### config.mk
export PLATFORM = sky130hd
export DESIGN_NAME = life_generation_row_stepper_core
export DESIGN_NICKNAME = d
export VERILOG_FILES = /design/src/hdl/lgrs_pkg.sv /design/src/hdl/lgrs_cell.sv /design/src/hdl/lgrs_outq.sv /design/src/hdl/life_generation_row_stepper_core.sv
export SDC_FILE = /design/constraint.sdc
export NUM_CORES = 2
export LEC_CHECK = 0
export BUFFER_PORTS_ARGS = -buffer_cell sky130_fd_sc_hd__buf_2
export CORE_ASPECT_RATIO = 1.4
export CORE_MARGIN = 2
export CORE_UTILIZATION = 56
export CTS_CLUSTER_SIZE = 12
export DETAILED_ROUTE_END_ITERATION = 16
export PLACE_DENSITY = 0.73
export SYNTH_ARGS = -nofsm -noshare
export SYNTH_HDL_FRONTEND = slang
export SYNTH_SLANG_ARGS = --single-unit
### constraint.sdc
create_clock -name i_clk -period 5.4 [get_ports i_clk]
set_input_delay 0 -clock i_clk [delete_from_list [all_inputs] [get_ports i_clk]]
set_output_delay 0 -clock i_clk [all_outputs]
set_load 0.05 [all_outputs]
### src/hdl/lgrs_pkg.sv
package lgrs_pkg;

    localparam int ROW_W      = 64;
    localparam int CFG_W      = 7;
    localparam int GRID_WIDTH = 64;
    localparam int OUTQ_DEPTH = 4;
    localparam int OUTQ_AW    = $clog2(OUTQ_DEPTH);
    localparam int OUTQ_LW    = $clog2(OUTQ_DEPTH + 1);

    localparam logic [CFG_W-1:0] WIDTH_RESET = 7'd64;
    localparam logic [3:0]       BIRTH_COUNT = 4'd3;
    localparam logic [3:0]       CROWD_LIMIT = 4'd4;

    // Masked bits that one column cell shows to its two neighbours.
    typedef struct packed {
        logic above;
        logic held;
        logic cur;
        logic up2;
    } t_tap;

    typedef struct packed {
        logic en;
        logic last;
        logic holding;
    } t_cell_ctl;

    typedef struct packed {
        logic [ROW_W-1:0] cells;
        logic             last;
    } t_result;

    typedef struct packed {
        logic               space_ok;
        logic [OUTQ_LW-1:0] level;
    } t_q_stat;

    function automatic logic life_rule(input logic alive, input logic [3:0] n);
        logic born;
        logic lives;
        born  = !alive && (n == BIRTH_COUNT);
        lives = alive && (n > 4'd1) && (n < CROWD_LIMIT);
        return born || lives;
    endfunction

endpackage

### src/hdl/lgrs_cell.sv
module lgrs_cell
    import lgrs_pkg::*;
(
    input  logic      i_clk,
    input  logic      i_rst_n,
    input  t_cell_ctl i_ctl,
    input  logic      i_live,
    input  logic      i_cur,
    input  t_tap      i_left,
    input  t_tap      i_right,
    output t_tap      o_tap,
    output logic      o_res_held,
    output logic      o_res_cur
);

    logic r_above;
    logic r_held;
    logic n_above;
    logic n_held;
    logic [3:0] w_n_held;
    logic [3:0] w_n_cur;

    always_comb begin
        o_tap.above = r_above & i_live;
        o_tap.held  = r_held & i_live;
        o_tap.cur   = i_cur & i_live;
        o_tap.up2   = i_ctl.holding ? (r_held & i_live) : (r_above & i_live);
    end

    // Held row against the stored row above and the incoming row below.
    assign w_n_held = {3'b0, i_left.above} + {3'b0, o_tap.above} + {3'b0, i_right.above}
                    + {3'b0, i_left.held} + {3'b0, i_right.held}
                    + {3'b0, i_left.cur} + {3'b0, o_tap.cur} + {3'b0, i_right.cur};

    // Incoming bottom row, with a dead row below it.
    assign w_n_cur = {3'b0, i_left.up2} + {3'b0, o_tap.up2} + {3'b0, i_right.up2}
                   + {3'b0, i_left.cur} + {3'b0, i_right.cur};

    assign o_res_held = life_rule(o_tap.held, w_n_held) & i_live;
    assign o_res_cur  = life_rule(o_tap.cur, w_n_cur) & i_live;

    always_comb begin
        n_above = r_above;
        n_held  = r_held;
        if (i_ctl.en) begin
            if (i_ctl.last) begin
                n_above = 1'b0;
                n_held  = 1'b0;
            end else begin
                n_above = i_ctl.holding ? r_held : r_above;
                n_held  = i_cur & i_live;
            end
        end
    end

    always_ff @(posedge i_clk) begin
        if (!i_rst_n) begin
            r_above <= 1'b0;
            r_held  <= 1'b0;
        end else begin
            r_above <= n_above;
            r_held  <= n_held;
        end
    end

endmodule

### src/hdl/lgrs_outq.sv
module lgrs_outq
    import lgrs_pkg::*;
(
    input  logic    i_clk,
    input  logic    i_rst_n,
    input  logic [1:0] i_push_n,
    input  t_result i_entry0,
    input  t_result i_entry1,
    input  logic    i_ready,
    output logic    o_valid,
    output t_result o_head,
    output t_q_stat o_stat
);

    t_result r_mem [OUTQ_DEPTH];
    logic [OUTQ_AW-1:0] r_wp;
    logic [OUTQ_AW-1:0] r_rp;
    logic [OUTQ_LW-1:0] r_level;
    logic [OUTQ_AW-1:0] n_wp;
    logic [OUTQ_AW-1:0] n_rp;
    logic [OUTQ_LW-1:0] n_level;
    logic w_pop;

    assign o_valid = (r_level != '0);
    assign o_head  = r_mem[r_rp];
    assign w_pop   = o_valid && i_ready;

    // Room for the two results a bottom row may bring, ignoring this cycle's pop.
    assign o_stat.space_ok = (r_level <= OUTQ_LW'(OUTQ_DEPTH - 2));
    assign o_stat.level    = r_level;

    always_comb begin
        n_wp    = r_wp + OUTQ_AW'(i_push_n);
        n_rp    = r_rp + OUTQ_AW'(w_pop);
        n_level = r_level + OUTQ_LW'(i_push_n) - OUTQ_LW'(w_pop);
    end

    always_ff @(posedge i_clk) begin
        if (i_push_n != 2'd0) begin
            r_mem[r_wp] <= i_entry0;
        end
        if (i_push_n == 2'd2) begin
            r_mem[r_wp + OUTQ_AW'(1)] <= i_entry1;
        end
    end

    always_ff @(posedge i_clk) begin
        if (!i_rst_n) begin
            r_wp    <= '0;
            r_rp    <= '0;
            r_level <= '0;
        end else begin
            r_wp    <= n_wp;
            r_rp    <= n_rp;
            r_level <= n_level;
        end
    end

endmodule

### src/hdl/life_generation_row_stepper_core.sv
// Channel  | Handshake                 | Payload
// ---------+---------------------------+-------------------------------------
// in       | i_in_valid / o_in_ready   | i_row_cells, i_last_row_in
// out      | o_out_valid / i_out_ready | o_next_row_cells, o_last_row_out
// cfg      | i_cfg_we (no wait)        | i_cfg_wdata (width in use)
//
// One row transaction is taken per cycle while o_in_ready is high; its results
// reach the output queue as it is accepted and are presented from the next one.
// A bottom row that follows a held row yields two results, which leave the
// queue one after the other; a bottom row with no held row yields one.
// The input stalls only when the four-entry output queue has fewer than two
// free places. Synchronous active-low reset empties the queue and clears
// the stored rows; the width register resets to 64.
module life_generation_row_stepper_core
    import lgrs_pkg::*;
(
    input  logic             i_clk,
    input  logic             i_rst_n,
    input  logic             i_cfg_we,
    input  logic [CFG_W-1:0] i_cfg_wdata,
    input  logic             i_in_valid,
    output logic             o_in_ready,
    input  logic [ROW_W-1:0] i_row_cells,
    input  logic             i_last_row_in,
    output logic             o_out_valid,
    input  logic             i_out_ready,
    output logic [ROW_W-1:0] o_next_row_cells,
    output logic             o_last_row_out
);

    logic [CFG_W-1:0] r_width;
    logic             r_holding;
    logic             n_holding;
    logic             w_in_acc;
    logic [ROW_W-1:0] w_live;
    logic [ROW_W-1:0] w_res_held;
    logic [ROW_W-1:0] w_res_cur;
    t_tap             w_tap [ROW_W];
    t_cell_ctl        w_ctl;
    t_result          w_entry0;
    t_result          w_entry1;
    t_result          w_head;
    t_q_stat          w_qstat;
    logic [1:0]       w_push_n;

    assign o_in_ready = w_qstat.space_ok;
    assign w_in_acc   = i_in_valid && o_in_ready;

    assign w_ctl.en      = w_in_acc;
    assign w_ctl.last    = i_last_row_in;
    assign w_ctl.holding = r_holding;

    for (genvar k = 0; k < ROW_W; k++) begin : g_col
        localparam bit COL_EXISTS = (k < GRID_WIDTH);
        t_tap w_left;
        t_tap w_right;

        assign w_live[k] = COL_EXISTS && (r_width > 7'(k));
        assign w_left    = (k == 0) ? '0 : w_tap[(k == 0) ? 0 : k - 1];
        assign w_right   = (k == ROW_W - 1) ? '0 : w_tap[(k == ROW_W - 1) ? k : k + 1];

        lgrs_cell u_cell (
            .i_clk      (i_clk),
            .i_rst_n    (i_rst_n),
            .i_ctl      (w_ctl),
            .i_live     (w_live[k]),
            .i_cur      (i_row_cells[k]),
            .i_left     (w_left),
            .i_right    (w_right),
            .o_tap      (w_tap[k]),
            .o_res_held (w_res_held[k]),
            .o_res_cur  (w_res_cur[k])
        );
    end

    // Without a held row, the only result is the bottom row's own one.
    always_comb begin
        w_entry0.cells = r_holding ? w_res_held : w_res_cur;
        w_entry0.last  = !r_holding;
        w_entry1.cells = w_res_cur;
        w_entry1.last  = 1'b1;
        w_push_n       = w_in_acc ? ({1'b0, r_holding} + {1'b0, i_last_row_in}) : 2'd0;
    end

    lgrs_outq u_outq (
        .i_clk    (i_clk),
        .i_rst_n  (i_rst_n),
        .i_push_n (w_push_n),
        .i_entry0 (w_entry0),
        .i_entry1 (w_entry1),
        .i_ready  (i_out_ready),
        .o_valid  (o_out_valid),
        .o_head   (w_head),
        .o_stat   (w_qstat)
    );

    assign o_next_row_cells = w_head.cells;
    assign o_last_row_out   = w_head.last;

    always_comb begin
        n_holding = r_holding;
        if (w_in_acc) begin
            n_holding = !i_last_row_in;
        end
    end

    always_ff @(posedge i_clk) begin
        if (!i_rst_n) begin
            r_width   <= WIDTH_RESET;
            r_holding <= 1'b0;
        end else begin
            r_holding <= n_holding;
            if (i_cfg_we) begin
                r_width <= i_cfg_wdata;
            end
        end
    end

    a_last_clears_hold : assert property (@(posedge i_clk) disable iff (!i_rst_n)
        (w_in_acc && i_last_row_in) |=> !r_holding)
        else $error("held row survived the bottom row");

    a_result_follows : assert property (@(posedge i_clk) disable iff (!i_rst_n)
        (w_in_acc && (r_holding || i_last_row_in)) |=> o_out_valid)
        else $error("result not presented after a producing transaction");

    a_queue_bound : assert property (@(posedge i_clk) disable iff (!i_rst_n)
        w_qstat.level <= OUTQ_LW'(OUTQ_DEPTH))
        else $error("output queue overflow");

    a_two_results : assert property (@(posedge i_clk) disable iff (!i_rst_n)
        (w_in_acc && r_holding && i_last_row_in)
            |=> (w_qstat.level >= OUTQ_LW'(2)))
        else $error("bottom row lost one of its two results");

endmodule

Word level (Yosys, flattened, before mapping)
Memories as Yosys holds them, arrays and structs flattened. A register that Yosys moved wholly into a read port is not among the register bits.
Index checks and enable logic that the tools add are counted.
{"block": "totals", "inputBits": 77, "n_memories": 1, "out_inout_bits": 67, "mem_bits_rw": 260, "regBits": 143, "elab_cells": 2513}
{"block": "classes", "reduce_logical": 648, "n_eq_ne": 129, "muxes": 263, "n_lt_le_gt_ge": 321, "n_addsub": 698, "n_bitwise": 320}
{"memory": "u_outq.r_mem", "words": 4, "word_bits": 65, "rd": 1, "rd_clocked_by_memory_dff": 1, "write_ports": 2, "line": "lgrs_outq.sv:15", "rtl": "t_result r_mem [OUTQ_DEPTH];"}
{"operator": "4-bit by 1-bit adder with 4-bit output", "count": 566}
{"operator": "4-bit by 2-bit == test with 1-bit output (second input constant)", "count": 128}
{"operator": "4-bit by 1-bit > comparator with 1-bit output (second input constant)", "count": 128}
{"operator": "4-bit by 3-bit less-than comparator with 1-bit output (second input constant)", "count": 128}
{"operator": "1-bit logical AND", "count": 386}
{"operator": "1-bit bitwise AND", "count": 320}
{"operator": "1-bit two-way mux", "count": 260}
{"operator": "1-bit by 1-bit adder with 2-bit output", "count": 127}
{"operator": "7-bit by 6-bit > comparator with 1-bit output (second input constant)", "count": 32}
{"operator": "1-bit logical NOT", "count": 130}
{"operator": "1-bit logical OR", "count": 128}
{"operator": "7-bit by 5-bit > comparator with 1-bit output (second input constant)", "count": 16}
{"operator": "64-bit two-way mux", "count": 1}
{"operator": "7-bit by 4-bit > comparator with 1-bit output (second input constant)", "count": 8}
{"operator": "7-bit by 3-bit > comparator with 1-bit output (second input constant)", "count": 4}
{"operator": "7-bit by 1-bit > comparator with 1-bit output (second input constant)", "count": 2}
{"operator": "7-bit by 2-bit > comparator with 1-bit output (second input constant)", "count": 2}
{"operator": "2-bit two-way mux", "count": 2}
{"operator": "2-bit nonzero test", "count": 2}
{"operator": "3-bit by 2-bit adder with 3-bit output", "count": 1}
{"operator": "3-bit by 2-bit less-or-equal comparator with 1-bit output (second input constant)", "count": 1}
{"operator": "3-bit nonzero test", "count": 1}
{"operator": "3-bit by 1-bit subtractor with 3-bit output", "count": 1}
{"operator": "2-bit by 1-bit adder with 2-bit output", "count": 1}
{"operator": "4 further kinds", "count": 4}

Logic depth before layout (Yosys ltp)
{"block": "logic_depth", "ltp_word": 15, "mapped_depth": 21, "mapped_depth_nobuf": 19}

Hierarchy
From an unflattened synthesis, not the netlist that was laid out.
{"block": "hier_totals", "cells_unflattened": 3981, "area_unflattened_um2": 42263.0}
{"mod": "lgrs_cell at g_col[0].u_cell ...", "area_each_um2": 429.2, "seq_area_each_um2": 40.0, "instances": 49, "cells_each": 48}
{"mod": "lgrs_outq", "area_each_um2": 12936.2, "seq_area_each_um2": 7947.6, "instances": 1, "cells_each": 673}
{"mod": "lgrs_cell at g_col[52].u_cell ...", "area_each_um2": 434.2, "seq_area_each_um2": 40.0, "instances": 15, "cells_each": 49}
{"mod": "life_generation_row_stepper_core", "area_each_um2": 1785.5, "seq_area_each_um2": 160.2, "instances": 1, "cells_each": 221}

Least setup slack after synthesis
No wires, ideal clock.
{"block": "synth_path", "kind": "flip-flop to flip-flop", "start": "reg r_width[6]", "end": "mem u_outq.r_mem[0][15] (netlist name), data pin", "period_less_slack_ns": 4.344, "required_time_ns": 5.126, "t_arrival_ns": 4.070, "path_buffers": 1, "setup_slack_ns": 1.056, "path_stages_with_launch": 17, "setup_ns": 0.274, "path_cell_list": "dfxtp_1 > or3_4 > buf_2 > a31o_2 > and2_1 > ha_1 > inv_1 > fa_1 > inv_1 > fa_1 > inv_1 > fa_1 > inv_1 > fa_1 > o2111a_1 > o21ai_0 > o22ai_1"}
{"item": "start: declaration", "line": "life_generation_row_stepper_core.sv:31", "rtl": "logic [CFG_W-1:0] r_width;"}
{"item": "start signal: assignment", "line": "life_generation_row_stepper_core.sv:114", "rtl": "r_width <= i_cfg_wdata;"}
{"item": "end: declaration", "line": "lgrs_outq.sv:15"}

==> impl_results.md <==
- Status: finished clean
- Critical path required time: 5.88 ns
- Hold buffer count at cts: 83
- All-Layer GR Usage: 0.336
- # IOs: 144
- Die area: 69300 sq um
- Vias: 30200
- Die Y-Extent: 311 um
- Root Buffer: clkbuf_16
- Setup Fix Bufs, Post-CTS: 0
- Aggregate routed wire length: 115 mm
- Peak supply drop: 0.218 mV
- Fin cells: 4900
- Ant. Diodes: 0
- Fill cells: 5465
- Post-CTS sizing: 0
- Mapped Cells: 3809
- Primary FF master, synth: edfxtp_1
- CTS sink count: 403
- Cell Rows: 112
- Number of buffers added on ports: 143
- Post-synth top area share: 0.204
- Largest cells by area after synthesis: edfxtp_1 (20%), fa_1 (20%), ha_1 (11%), dfxtp_1 (7.8%), inv_1 (6.8%)
- Asr flop ratio synth: 0
- CTS clk-pin slew, worst paths: 0.06 ns
- Period utilization: 0.948
- Layout cells sized above 1: 0.105
- Power per Cell Area: 277 nW/um^2
- Max cap viols: 0
- Setup TNS: 0 ns
- Core area: 66600 sq um
- Max Clock Freq: 195 MHz
- Slew headroom: 0.0918
- Placed cell count: 4731
- Synth Register Bits: 403
- Worst Path Arrival: 5.60 ns
- Sw Ratio: 0.411
- Layout Nets: 4781
- Number of global-route vias before repair: 31000
- Worst clock skew: 0.0324 ns
- Initial antenna violation count: 1
- Largest net degree at the start of global routing: 80
- NetSw: 0.00477 W
- Slew @ Worst Pin: 1.36 ns
- H-tree levels: 2
- Mean Syn Cell Area: 9.87 sq um
- Clk Latency, worst-skew pair: 0.63 ns
- Syn_nets: 4583
- Area of the mapped netlist: 37600 sq um
- Share of total power in sequential cells: 0.319
- Seq. cell area: 10600 sq um
- Syn. warnings: 0
- Post-synth EDFFs: 256
- TritonRoute pass-1 iters: 6
- GPL Wtd Cong: 0.944
- Critical path startpoint category: flop
- First-pass GRT wire length: 177 mm
- Initial Util: 0.565
- Leakage: 18.2 nW
- DRT iter0 DRCs: 2697
- Combinational power share: 0.403
- Hold crit path type: in -> reg
- Antenna-violating nets left: 0
- DRC Markers: 0
- RSZ-0062 raised after global routing: no
- Post-synth top area cell: edfxtp_1
- Final max-slew violation count: 0
- DR WL/cell: 23.5 um
- Max clock buf depth: 3
- Clk pwr share: 0.278
- Final setup fails: 0
- Commonest non-fill, non-tap cell in the layout: inv_1
- Synth cell types: 64
- Area Growth Syn to Fin: 11.4%
- CP max FO: 14
- Final Hold Fails: 0
- Die width: 223 um
- CTS tree: done
- Most frequent cells in the layout: inv_1 (679), fa_1 (378), ha_1 (319)
- DP HPWL: 82.5 mm
- Final Critical Period: 5.12 ns
- Internal Power: 0.00685 W
- Area of the multi-input gates: 23800 sq um
- Via density: 6.17
- CTS buffer count: 46
- Total power draw: 0.0116 W
- Reg-to-reg slack, setup: 0.28 ns
- Sequential element share of the synthesized area: 0.283
- CP Capture Type: flop
- Critical path class: reg -> reg
- Grt total ovfl: 0
==> power by group through the flow <==
stage          sequential (W)  clock, W  combinational (W)
2_1_floorplan         0.00365         0            0.00332
3_3_place_gp          0.00376         0            0.00450
3_5_place_dp          0.00377         0            0.00459
4_1_cts               0.00370   0.00324            0.00467
5_1_grt               0.00373   0.00335            0.00505
6_report              0.00371   0.00323            0.00469
==> worst max-delay path, stage by stage (launching register included) <==
cell and delay, ns:
dfxtp_1 0.62, a21oi_1 0.36, o21ai_0 0.70, buf_4 0.26
nand2_1 0.23, fa_1 0.60, inv_1 0.05, fa_1 0.48
inv_1 0.05, fa_1 0.35, inv_1 0.11, fa_1 0.19
nand2_1 0.07, a211oi_1 0.25, o2111ai_1 0.27, o22a_1 0.30
nor2_1 0.10
==> kinds of logic after synthesis <==
| group | after synthesis | share of synthesized area |
|---|---|---|
| and+or+nand+nor | 1043 | 0.138 |
| adders and majority gates | 697 | 0.307 |
| muxes | 123 | 0.0548 |
| AOI/OAI and AO/OA | 684 | 0.128 |
| xor gates and xnor gates | 12 | 0.00279 |
| DFF | 403 | 0.283 |
| buffers and inverters | 847 | 0.0868 |
==> through the flow <==
stage	hold slack [ns]	util	setup WS [ns]	instance area, sq um
global route	0.0470	0.629	0.00700	41900
CTS	0.00670	0.629	0.355	41900
floorplan	0.129	-	1.06	37600
detailed placement	0.277	0.595	0.428	39600
finish	0.0104	0.629	0.283	41900
global placement	0.263	0.595	0.487	39600
==> state kept, by name, summed over array words and instances (netlist names) <==
signal                flops
u_outq.r_level            3
r_holding                 1
g_col.u_cell.r_above     64
u_outq.r_rp               2
u_outq.r_mem            260
u_outq.r_wp               2
r_width                   7
g_col.u_cell.r_held      64
==> metal layers <==
metal | vias to the layer above | global-route usage | share of wire
li1 | 13400 | - | -
met3 | 411 | 0.0546 | 0.089
met2 | 1523 | 0.569 | 0.48
met5 | - | 0 | 0.00011
met4 | 2 | 0.193 | 0.066
met1 | 15000 | 0.405 | 0.36
==> area by class of cell <==
| class | instances | area share |
|---|---|---|
| multi-input cells | 2559 | 0.568 |
| repair buffers | 316 | 0.0558 |
| inverters | 681 | 0.0610 |
| flip-flops and latches | 403 | 0.254 |
| clock buffers | 59 | 0.0289 |
| well taps | 855 | 0.0255 |
| clock inverters | 27 | 0.00675 |
==> path summary, 6_finish.rpt <==
path / endpoint / depth (start not counted) / from
worst min register to register: u_outq.r_mem[2][0] / 2 / u_outq.r_mem[2][0]
worst min-delay path: g_col[22].u_cell.r_held / 3 / i_row_cells[22]
worst max-delay path: u_outq.r_mem[0][27] / 16 / r_width[0]
worst max register to register: u_outq.r_mem[0][27] / 16 / r_width[0]
==> Yosys cell counts, types with 14 or more instances <==
library cell and count:
ha_1 319, clkbuf_1 86, nor2_1 199, mux2i_1 44, o21ai_0 64, o22a_1 19
nor3b_1 24, mux4_2 65, o22ai_1 170, and2_1 96, a31oi_1 14, nand3b_1 31
o2111ai_1 17, a22oi_1 63, nand2b_1 90, a21o_1 19, nor2b_1 129, a21oi_1 63
nand3_1 100, inv_1 681, fa_1 378, a22o_1 15, dfxtp_1 147, o2111a_1 24
edfxtp_1 256, a21boi_0 52, nor3_1 15, buf_2 65, buf_1 14, a211oi_1 18
a32oi_1 34, mux2_2 14, nand2_1 318, o211ai_1 39
Note: power is estimated with default switching activity, not from simulation.
